--- src/hw/rtl/uv_sphere_vertex_generator_defines.svh ---
// ----------------------------------------------------------------------------
// UV sphere vertex generator assertion macros
// Shared concurrent assertion forms for the vertex generator RTL.
// ----------------------------------------------------------------------------
`ifndef UV_SPHERE_VERTEX_GENERATOR_DEFINES_SVH
`define UV_SPHERE_VERTEX_GENERATOR_DEFINES_SVH

// same-cycle implication, disabled in reset
`define UVS_ASSERT_NOW(lbl, clk, rst_n, ante, cons, msg) \
    lbl: assert property (@(posedge clk) disable iff (!rst_n) (ante) |-> (cons)) \
        else $error(msg);

// next-cycle implication, disabled in reset
`define UVS_ASSERT_NEXT(lbl, clk, rst_n, ante, cons, msg) \
    lbl: assert property (@(posedge clk) disable iff (!rst_n) (ante) |=> (cons)) \
        else $error(msg);

`endif

--- src/hw/rtl/uvs_pkg.sv ---
// ----------------------------------------------------------------------------
// UV sphere vertex generator package
// Widths, register map, series constants and rounding helpers.
// ----------------------------------------------------------------------------
package uvs_pkg;

    localparam int unsigned IDX_W   = 10;
    localparam int unsigned RAD_W   = 16;
    localparam int unsigned POS_W   = 17;
    localparam int unsigned NRM_W   = 16;
    localparam int unsigned TEX_W   = 17;
    localparam int unsigned PH_W    = 32;
    localparam int unsigned SC_W    = 32;
    localparam int unsigned PADDR_W = 4;
    localparam int unsigned PDATA_W = 32;

    localparam logic [1:0] REG_RADIUS = 2'd0;
    localparam logic [1:0] REG_SEGS   = 2'd1;
    localparam logic [1:0] REG_RINGS  = 2'd2;

    localparam logic [RAD_W-1:0] RADIUS_RST = 16'd256;
    localparam logic [IDX_W-1:0] SEGS_RST   = 10'd16;
    localparam logic [IDX_W-1:0] RINGS_RST  = 10'd8;
    localparam logic [IDX_W-1:0] SEGS_MIN   = 10'd3;
    localparam logic [IDX_W-1:0] RINGS_MIN  = 10'd2;

    localparam int unsigned DIV_LAT = 34;
    localparam int unsigned SC_LAT  = 14;
    localparam int unsigned OUT_LAT = 4;

    localparam logic [30:0] Q30_ONE  = 31'h4000_0000;
    localparam logic [29:0] PI4_Q30  = 30'd843314857;
    localparam logic [29:0] HALF_OCT = 30'h2000_0000;
    localparam logic [TEX_W-1:0] TEX_ONE = 17'd65536;

    localparam int unsigned SC_STEPS = 5;
    localparam int unsigned SIN_DIV [SC_STEPS] = '{72, 42, 20, 6, 1};
    localparam int unsigned COS_DIV [SC_STEPS] = '{90, 56, 30, 12, 2};

    localparam logic signed [63:0] POS_MAX = 64'sd65535;
    localparam logic signed [63:0] POS_MIN = -64'sd65535;
    localparam logic signed [63:0] NRM_MAX = 64'sd32767;
    localparam logic signed [63:0] NRM_MIN = -64'sd32768;

    function automatic logic signed [63:0] rnd_shr(input logic signed [63:0] v,
                                                   input int unsigned sh);
        logic [63:0] m;
        m = v[63] ? (64'd0 - v) : v;
        m = (m + (64'd1 << (sh - 1))) >> sh;
        return v[63] ? -$signed(m) : $signed(m);
    endfunction

    function automatic logic [POS_W-1:0] sat_pos(input logic signed [63:0] v);
        logic signed [63:0] c;
        c = (v > POS_MAX) ? POS_MAX : ((v < POS_MIN) ? POS_MIN : v);
        return c[POS_W-1:0];
    endfunction

    function automatic logic [NRM_W-1:0] sat_nrm(input logic signed [63:0] v);
        logic signed [63:0] c;
        c = (v > NRM_MAX) ? NRM_MAX : ((v < NRM_MIN) ? NRM_MIN : v);
        return c[NRM_W-1:0];
    endfunction

    // remainder plus half divisor reaches divisor: round the quotient up
    function automatic logic rnd_up(input logic [IDX_W-1:0] r, input logic [IDX_W-1:0] d);
        return ({1'b0, r} + {2'b00, d[IDX_W-1:1]}) >= {1'b0, d};
    endfunction

endpackage

--- src/hw/rtl/uvs_div.sv ---
// ----------------------------------------------------------------------------
// UV sphere grid divider
// Bit-per-stage restoring division of both grid indices by their counts.
// ----------------------------------------------------------------------------
module uvs_div (
    input  logic                        i_clk,
    input  logic                        i_rst_n,
    input  logic                        i_en,
    input  logic                        i_valid,
    input  logic [uvs_pkg::IDX_W-1:0]   i_seg,
    input  logic [uvs_pkg::IDX_W-1:0]   i_ring,
    input  logic [uvs_pkg::IDX_W-1:0]   i_segs,
    input  logic [uvs_pkg::IDX_W-1:0]   i_rings,
    output logic                        o_valid,
    output logic [uvs_pkg::PH_W-1:0]    o_az_phase,
    output logic [uvs_pkg::PH_W-1:0]    o_pol_phase,
    output logic [uvs_pkg::TEX_W-1:0]   o_tex_u,
    output logic [uvs_pkg::TEX_W-1:0]   o_tex_v
);
    import uvs_pkg::*;

    localparam int unsigned STEPS = 32;

    logic [DIV_LAT-1:0] r_vld;
    logic [IDX_W-1:0]   n_idx [2];
    logic [IDX_W-1:0]   n_cnt [2];
    logic [IDX_W-1:0]   n_num [2];
    logic               n_qi  [2];
    logic [IDX_W-1:0]   r_rem [2][STEPS+1];
    logic [IDX_W-1:0]   r_den [2][STEPS+1];
    logic [STEPS:0]     r_quo [2][STEPS+1];
    logic [TEX_W-1:0]   r_tex [2][17];
    logic [PH_W-1:0]    r_pph;
    logic [PH_W-1:0]    r_pph_o;
    logic [PH_W-1:0]    r_aph;

    assign n_idx[0] = i_seg;
    assign n_idx[1] = i_ring;
    assign n_cnt[0] = i_segs;
    assign n_cnt[1] = i_rings;

    always_ff @(posedge i_clk) begin
        if (!i_rst_n) begin
            r_vld <= '0;
        end else if (i_en) begin
            r_vld <= {r_vld[DIV_LAT-2:0], i_valid};
        end
    end

    for (genvar l = 0; l < 2; l++) begin : g_lane
        assign n_num[l] = (n_idx[l] > n_cnt[l]) ? n_cnt[l] : n_idx[l];
        assign n_qi[l]  = (n_num[l] == n_cnt[l]);

        always_ff @(posedge i_clk) begin
            if (i_en) begin
                r_den[l][0] <= n_cnt[l];
                r_quo[l][0] <= {{STEPS{1'b0}}, n_qi[l]};
                r_rem[l][0] <= n_qi[l] ? '0 : n_num[l];
            end
        end

        for (genvar k = 1; k <= STEPS; k++) begin : g_step
            logic [IDX_W:0] n_r2;
            logic           n_ge;
            assign n_r2 = {r_rem[l][k-1], 1'b0};
            assign n_ge = n_r2 >= {1'b0, r_den[l][k-1]};
            always_ff @(posedge i_clk) begin
                if (i_en) begin
                    r_rem[l][k] <= n_ge ? IDX_W'(n_r2 - {1'b0, r_den[l][k-1]})
                                        : n_r2[IDX_W-1:0];
                    r_quo[l][k] <= {r_quo[l][k-1][STEPS-1:0], n_ge};
                    r_den[l][k] <= r_den[l][k-1];
                end
            end
        end

        always_ff @(posedge i_clk) begin
            if (i_en) begin
                r_tex[l][0] <= r_quo[l][16][TEX_W-1:0]
                             + TEX_W'(rnd_up(r_rem[l][16], r_den[l][16]));
                for (int i = 1; i < 17; i++) begin
                    r_tex[l][i] <= r_tex[l][i-1];
                end
            end
        end
    end

    always_ff @(posedge i_clk) begin
        if (i_en) begin
            r_pph   <= r_quo[1][31][PH_W-1:0] + PH_W'(rnd_up(r_rem[1][31], r_den[1][31]));
            r_pph_o <= r_pph;
            r_aph   <= r_quo[0][32][PH_W-1:0] + PH_W'(rnd_up(r_rem[0][32], r_den[0][32]));
        end
    end

    assign o_valid     = r_vld[DIV_LAT-1];
    assign o_az_phase  = r_aph;
    assign o_pol_phase = r_pph_o;
    assign o_tex_u     = r_tex[0][16];
    assign o_tex_v     = TEX_ONE - r_tex[1][16];

endmodule

--- config.mk ---
export PLATFORM = sky130hd
export DESIGN_NAME = uvs_div
export DESIGN_NICKNAME = d
export VERILOG_FILES = /design/src/hw/rtl/uv_sphere_vertex_generator_defines.svh /design/src/hw/rtl/uvs_pkg.sv /design/src/hw/rtl/uvs_div.sv
export SDC_FILE = /design/constraint.sdc
export NUM_CORES = 2
export LEC_CHECK = 0
export BUFFER_PORTS_ARGS = -buffer_cell sky130_fd_sc_hd__buf_2
export CAP_MARGIN = 25
export CORE_ASPECT_RATIO = 1.1
export CORE_MARGIN = 5
export CORE_UTILIZATION = 44
export DETAILED_ROUTE_END_ITERATION = 8
export HOLD_SLACK_MARGIN = 0.03
export PLACE_DENSITY = 0.6
export SLEW_MARGIN = 25
export SYNTH_ARGS = -nofsm -noshare
export SYNTH_HDL_FRONTEND = slang
export SYNTH_SLANG_ARGS = --single-unit
--- constraint.sdc ---
create_clock -name i_clk -period 4.08 [get_ports i_clk]
set_clock_uncertainty 0.05 [all_clocks]
set_input_delay 0.816 -clock i_clk [delete_from_list [all_inputs] [get_ports i_clk]]
set_output_delay 0.816 -clock i_clk [all_outputs]
set_load 0.01 [all_outputs]
==> flow_summary.ini <==
[synthesis]
synth.largest_area_cell = edfxtp_1
synth-seq-cells = 3081
ys_seq_area_frac = 0.691
ys.flop_type = edfxtp_1
synthArstFlopShare = 0
syn_area_sq_um = 133000
synth_area_leaders = edfxtp_1, ha_1, mux2_2
synthCells = 8645
synth.most_common_cell = edfxtp_1
synth_nets = 9495
synth_edf_count = 3047
syn-mean-instance-area_sq_um = 15.4
yosysWarnings = 0
synth_commonest_cells = edfxtp_1, inv_1, ha_1, xnor2_1, mux2_2
ys_types = 64
synth_top_area_frac = 0.686

[worst_setup_path]
r2r-start = r_den[1][11]$_DFFE_PP_
required_ns = 4.68
cp-start-kind = register
end_kind = register
reg2reg_depth = 21
critPathMaxFanout = 4
r2r_end = r_pph[12]$_DFFE_PP_
critPathKind = reg2reg
r2r_slack_ns = -0.07
worst_ep_arrival_time_ns = 4.75

[timing]
hold_viol = 0
worstMarginPinSlew_ns = 0.860
setup_viol = 9
slew_violations = 0
fin_setup_tns_ns = -0.372
min_period_ns = 4.15
hold_slack_ns = 0.129
setup_slack_ns = -0.0724
rsz0062_at_grt = true
fin_crit_sh = 1.02
max_freq_mhz = 241
slew_headroom = 0.425

[floorplanning]
die_x_microns = 535
die_area_sq_um = 314000
rows = 212
ios = 143
die_h_microns = 587
initial_core_util = 0.441
core_area_sq_um = 302000

[layout]
drive_above_1_share = 0.144
syn_to_final_growth_pct = 13.8
multiInputGateArea_sq_um = 37700
final_cells = 13500
final_area_sq_um = 152000
seq_area_sq_um = 92200
fin_nets = 10100
n_fill_cell = 25000

[grt]
grt_max_degree = 116
grt_usage = 0.141
antenna_found_initial = 5
grt-ovfl-total = 0
grt_pass1_vias = 71200
grt_pass1_wl_mm = 366
met2_usage = 0.258
busiest_layer = met2
met1_usage = 0.167
use_met3 = 0.0230

[clocking]
htree_levels = 5
cts_buffer_depth = 4
clk_pin_slew_worst_paths_ns = 0.06
insertion_delay_ns = 0.90
root_buffer = clkbuf_16
cts_tree = done
cts_buffers = 320
cts.sinks = 3081

[run]
cap_violations = 0

[detailed_routing]
drtAntennaViolNets = 0
drtPass1Iterations = 7
drc = 0
vias = 68100
drt-total-wl_mm = 225
avgViaCountPerCell = 5.05
wl_per_cell_microns = 16.7
drt_iter0_markers = 3455

[power]
p_leak_nw = 56.2
total_power_mw = 105
cellPowerDensity_nw_per_um2 = 690
irDropWorstVdd_v = 0.000387

[outcome]
status = finished, violations left
violations = negative setup slack

[place]
io_buffers = 142
place_area_sq_um = 140000
dp.final_hpwl_mm = 159
gp_congestion = 0.840
placed_cells = 12800

[hold_path]
hold_depth = 1
min_from = i_rings[1]
hold_class = in2reg
min_to = r_den[1][321]$_DFFE_PP_
-- stage by stage --
step / setup slack [ns] / util
after global placement: -0.335 / 0.464
final: -0.0724 / 0.502
after global routing: -0.265 / 0.502
after floorplan: 0.0110 / -
after detailed placement: -0.398 / 0.464
after CTS: -0.285 / 0.500
-- logic make-up after synthesis --
family	synth area share
xor+xnor	0.0349
buf+inv	0.0291
fa+ha+maj	0.0795
simple gates	0.0528
mux	0.0446
compound gates	0.0677
flops	0.691
-- layer usage --
metal	vias up	share of wire
met5	-	0
met4	0	0.035
met3	450	0.037
met2	1061	0.52
met1	33100	0.41
li1	33400	-
-- state kept, by name, summed over array words and instances (netlist names) --
register / cells
r_den: 650
r_rem: 650
r_vld: 34
o_pol_phase: 32
o_az_phase: 32
r_quo: 1073
r_tex: 578
r_pph: 32
-- worst max-delay path, cell delays in order (launching register included) --
cell,delay [ns]
edfxtp_1,0.36
ha_2,0.20
inv_2,0.04
fa_2,0.33
nor2b_1,0.15
o21ai_2,0.08
a21boi_2,0.19
o21ai_2,0.09
nor2b_4,0.14
xnor2_1,0.12
ha_2,0.18
or4_4,0.51
a21oi_2,0.13
o21ai_2,0.07
a221o_1,0.35
ha_2,0.22
ha_4,0.16
buf_4,0.13
buf_6,0.11
and3_4,0.17
nand3_2,0.09
xnor2_2,0.06
-- final cells by class --
| type | count | share of cell area |
|---|---|---|
| inverter | 891 | 0.0220 |
| clock buffer | 372 | 0.0546 |
| multi-input combinational | 4574 | 0.249 |
| sequential | 3081 | 0.608 |
| antenna | 1 | 0.0000165 |
| clock inverter | 212 | 0.0152 |
| tap | 3959 | 0.0327 |
| timing repair buffer | 374 | 0.0190 |
-- how the worst max path moves through the flow --
stage                      startpoint                   to  slack, ns  cells past startpoint
6_report       r_den[1][11]$_DFFE_PP_  r_pph[12]$_DFFE_PP_      -0.07                     21
5_1_grt        r_den[1][11]$_DFFE_PP_  r_pph[26]$_DFFE_PP_      -0.26                     20
4_1_cts        r_den[1][11]$_DFFE_PP_  r_pph[26]$_DFFE_PP_      -0.28                     20
3_5_place_dp   r_den[1][11]$_DFFE_PP_  r_pph[26]$_DFFE_PP_      -0.40                     20
3_3_place_gp   r_den[1][11]$_DFFE_PP_  r_pph[28]$_DFFE_PP_      -0.34                     20
2_1_floorplan  r_den[1][11]$_DFFE_PP_  r_pph[26]$_DFFE_PP_       0.01                     21
-- report_power, final --
group          internal [mW]  switching, mW
clock network           17.1           11.9
registers               42.0           2.55
logic                   15.5           15.5
total                   74.6           30.0
-- placed cells by master (no fill, tap or decap), drive strengths merged, types with 39 or more instances in the layout --
| cell | instances |
|---|---|
| clkinv | 142 |
| clkbuf | 372 |
| ha | 737 |
| a31oi | 54 |
| o41ai | 120 |
| o31ai | 57 |
| nand2b | 128 |
| nand3 | 107 |
| a21oi | 236 |
| nand2 | 137 |
| xor2 | 107 |
| xnor2 | 425 |
| nand3b | 54 |
| nand4 | 81 |
| o21ai | 322 |
| nor2b | 340 |
| a211oi | 67 |
| mux2i | 99 |
| o22ai | 57 |
| fa | 69 |
| o31a | 62 |
| bufinv | 39 |
| buf | 368 |
| inv | 905 |
| nor2 | 371 |
| o21a | 313 |
| edfxtp | 3047 |
| mux2 | 433 |
-- repair_timing --
item	in CTS	in global routing
gates resized for setup	41	88
hold buffers	6	0
hold endpoints to repair	6	0
pin swaps	26	69
setup endpoints to repair	44	64
buffers inserted	17	14
Power figures use the tool's default switching activity.
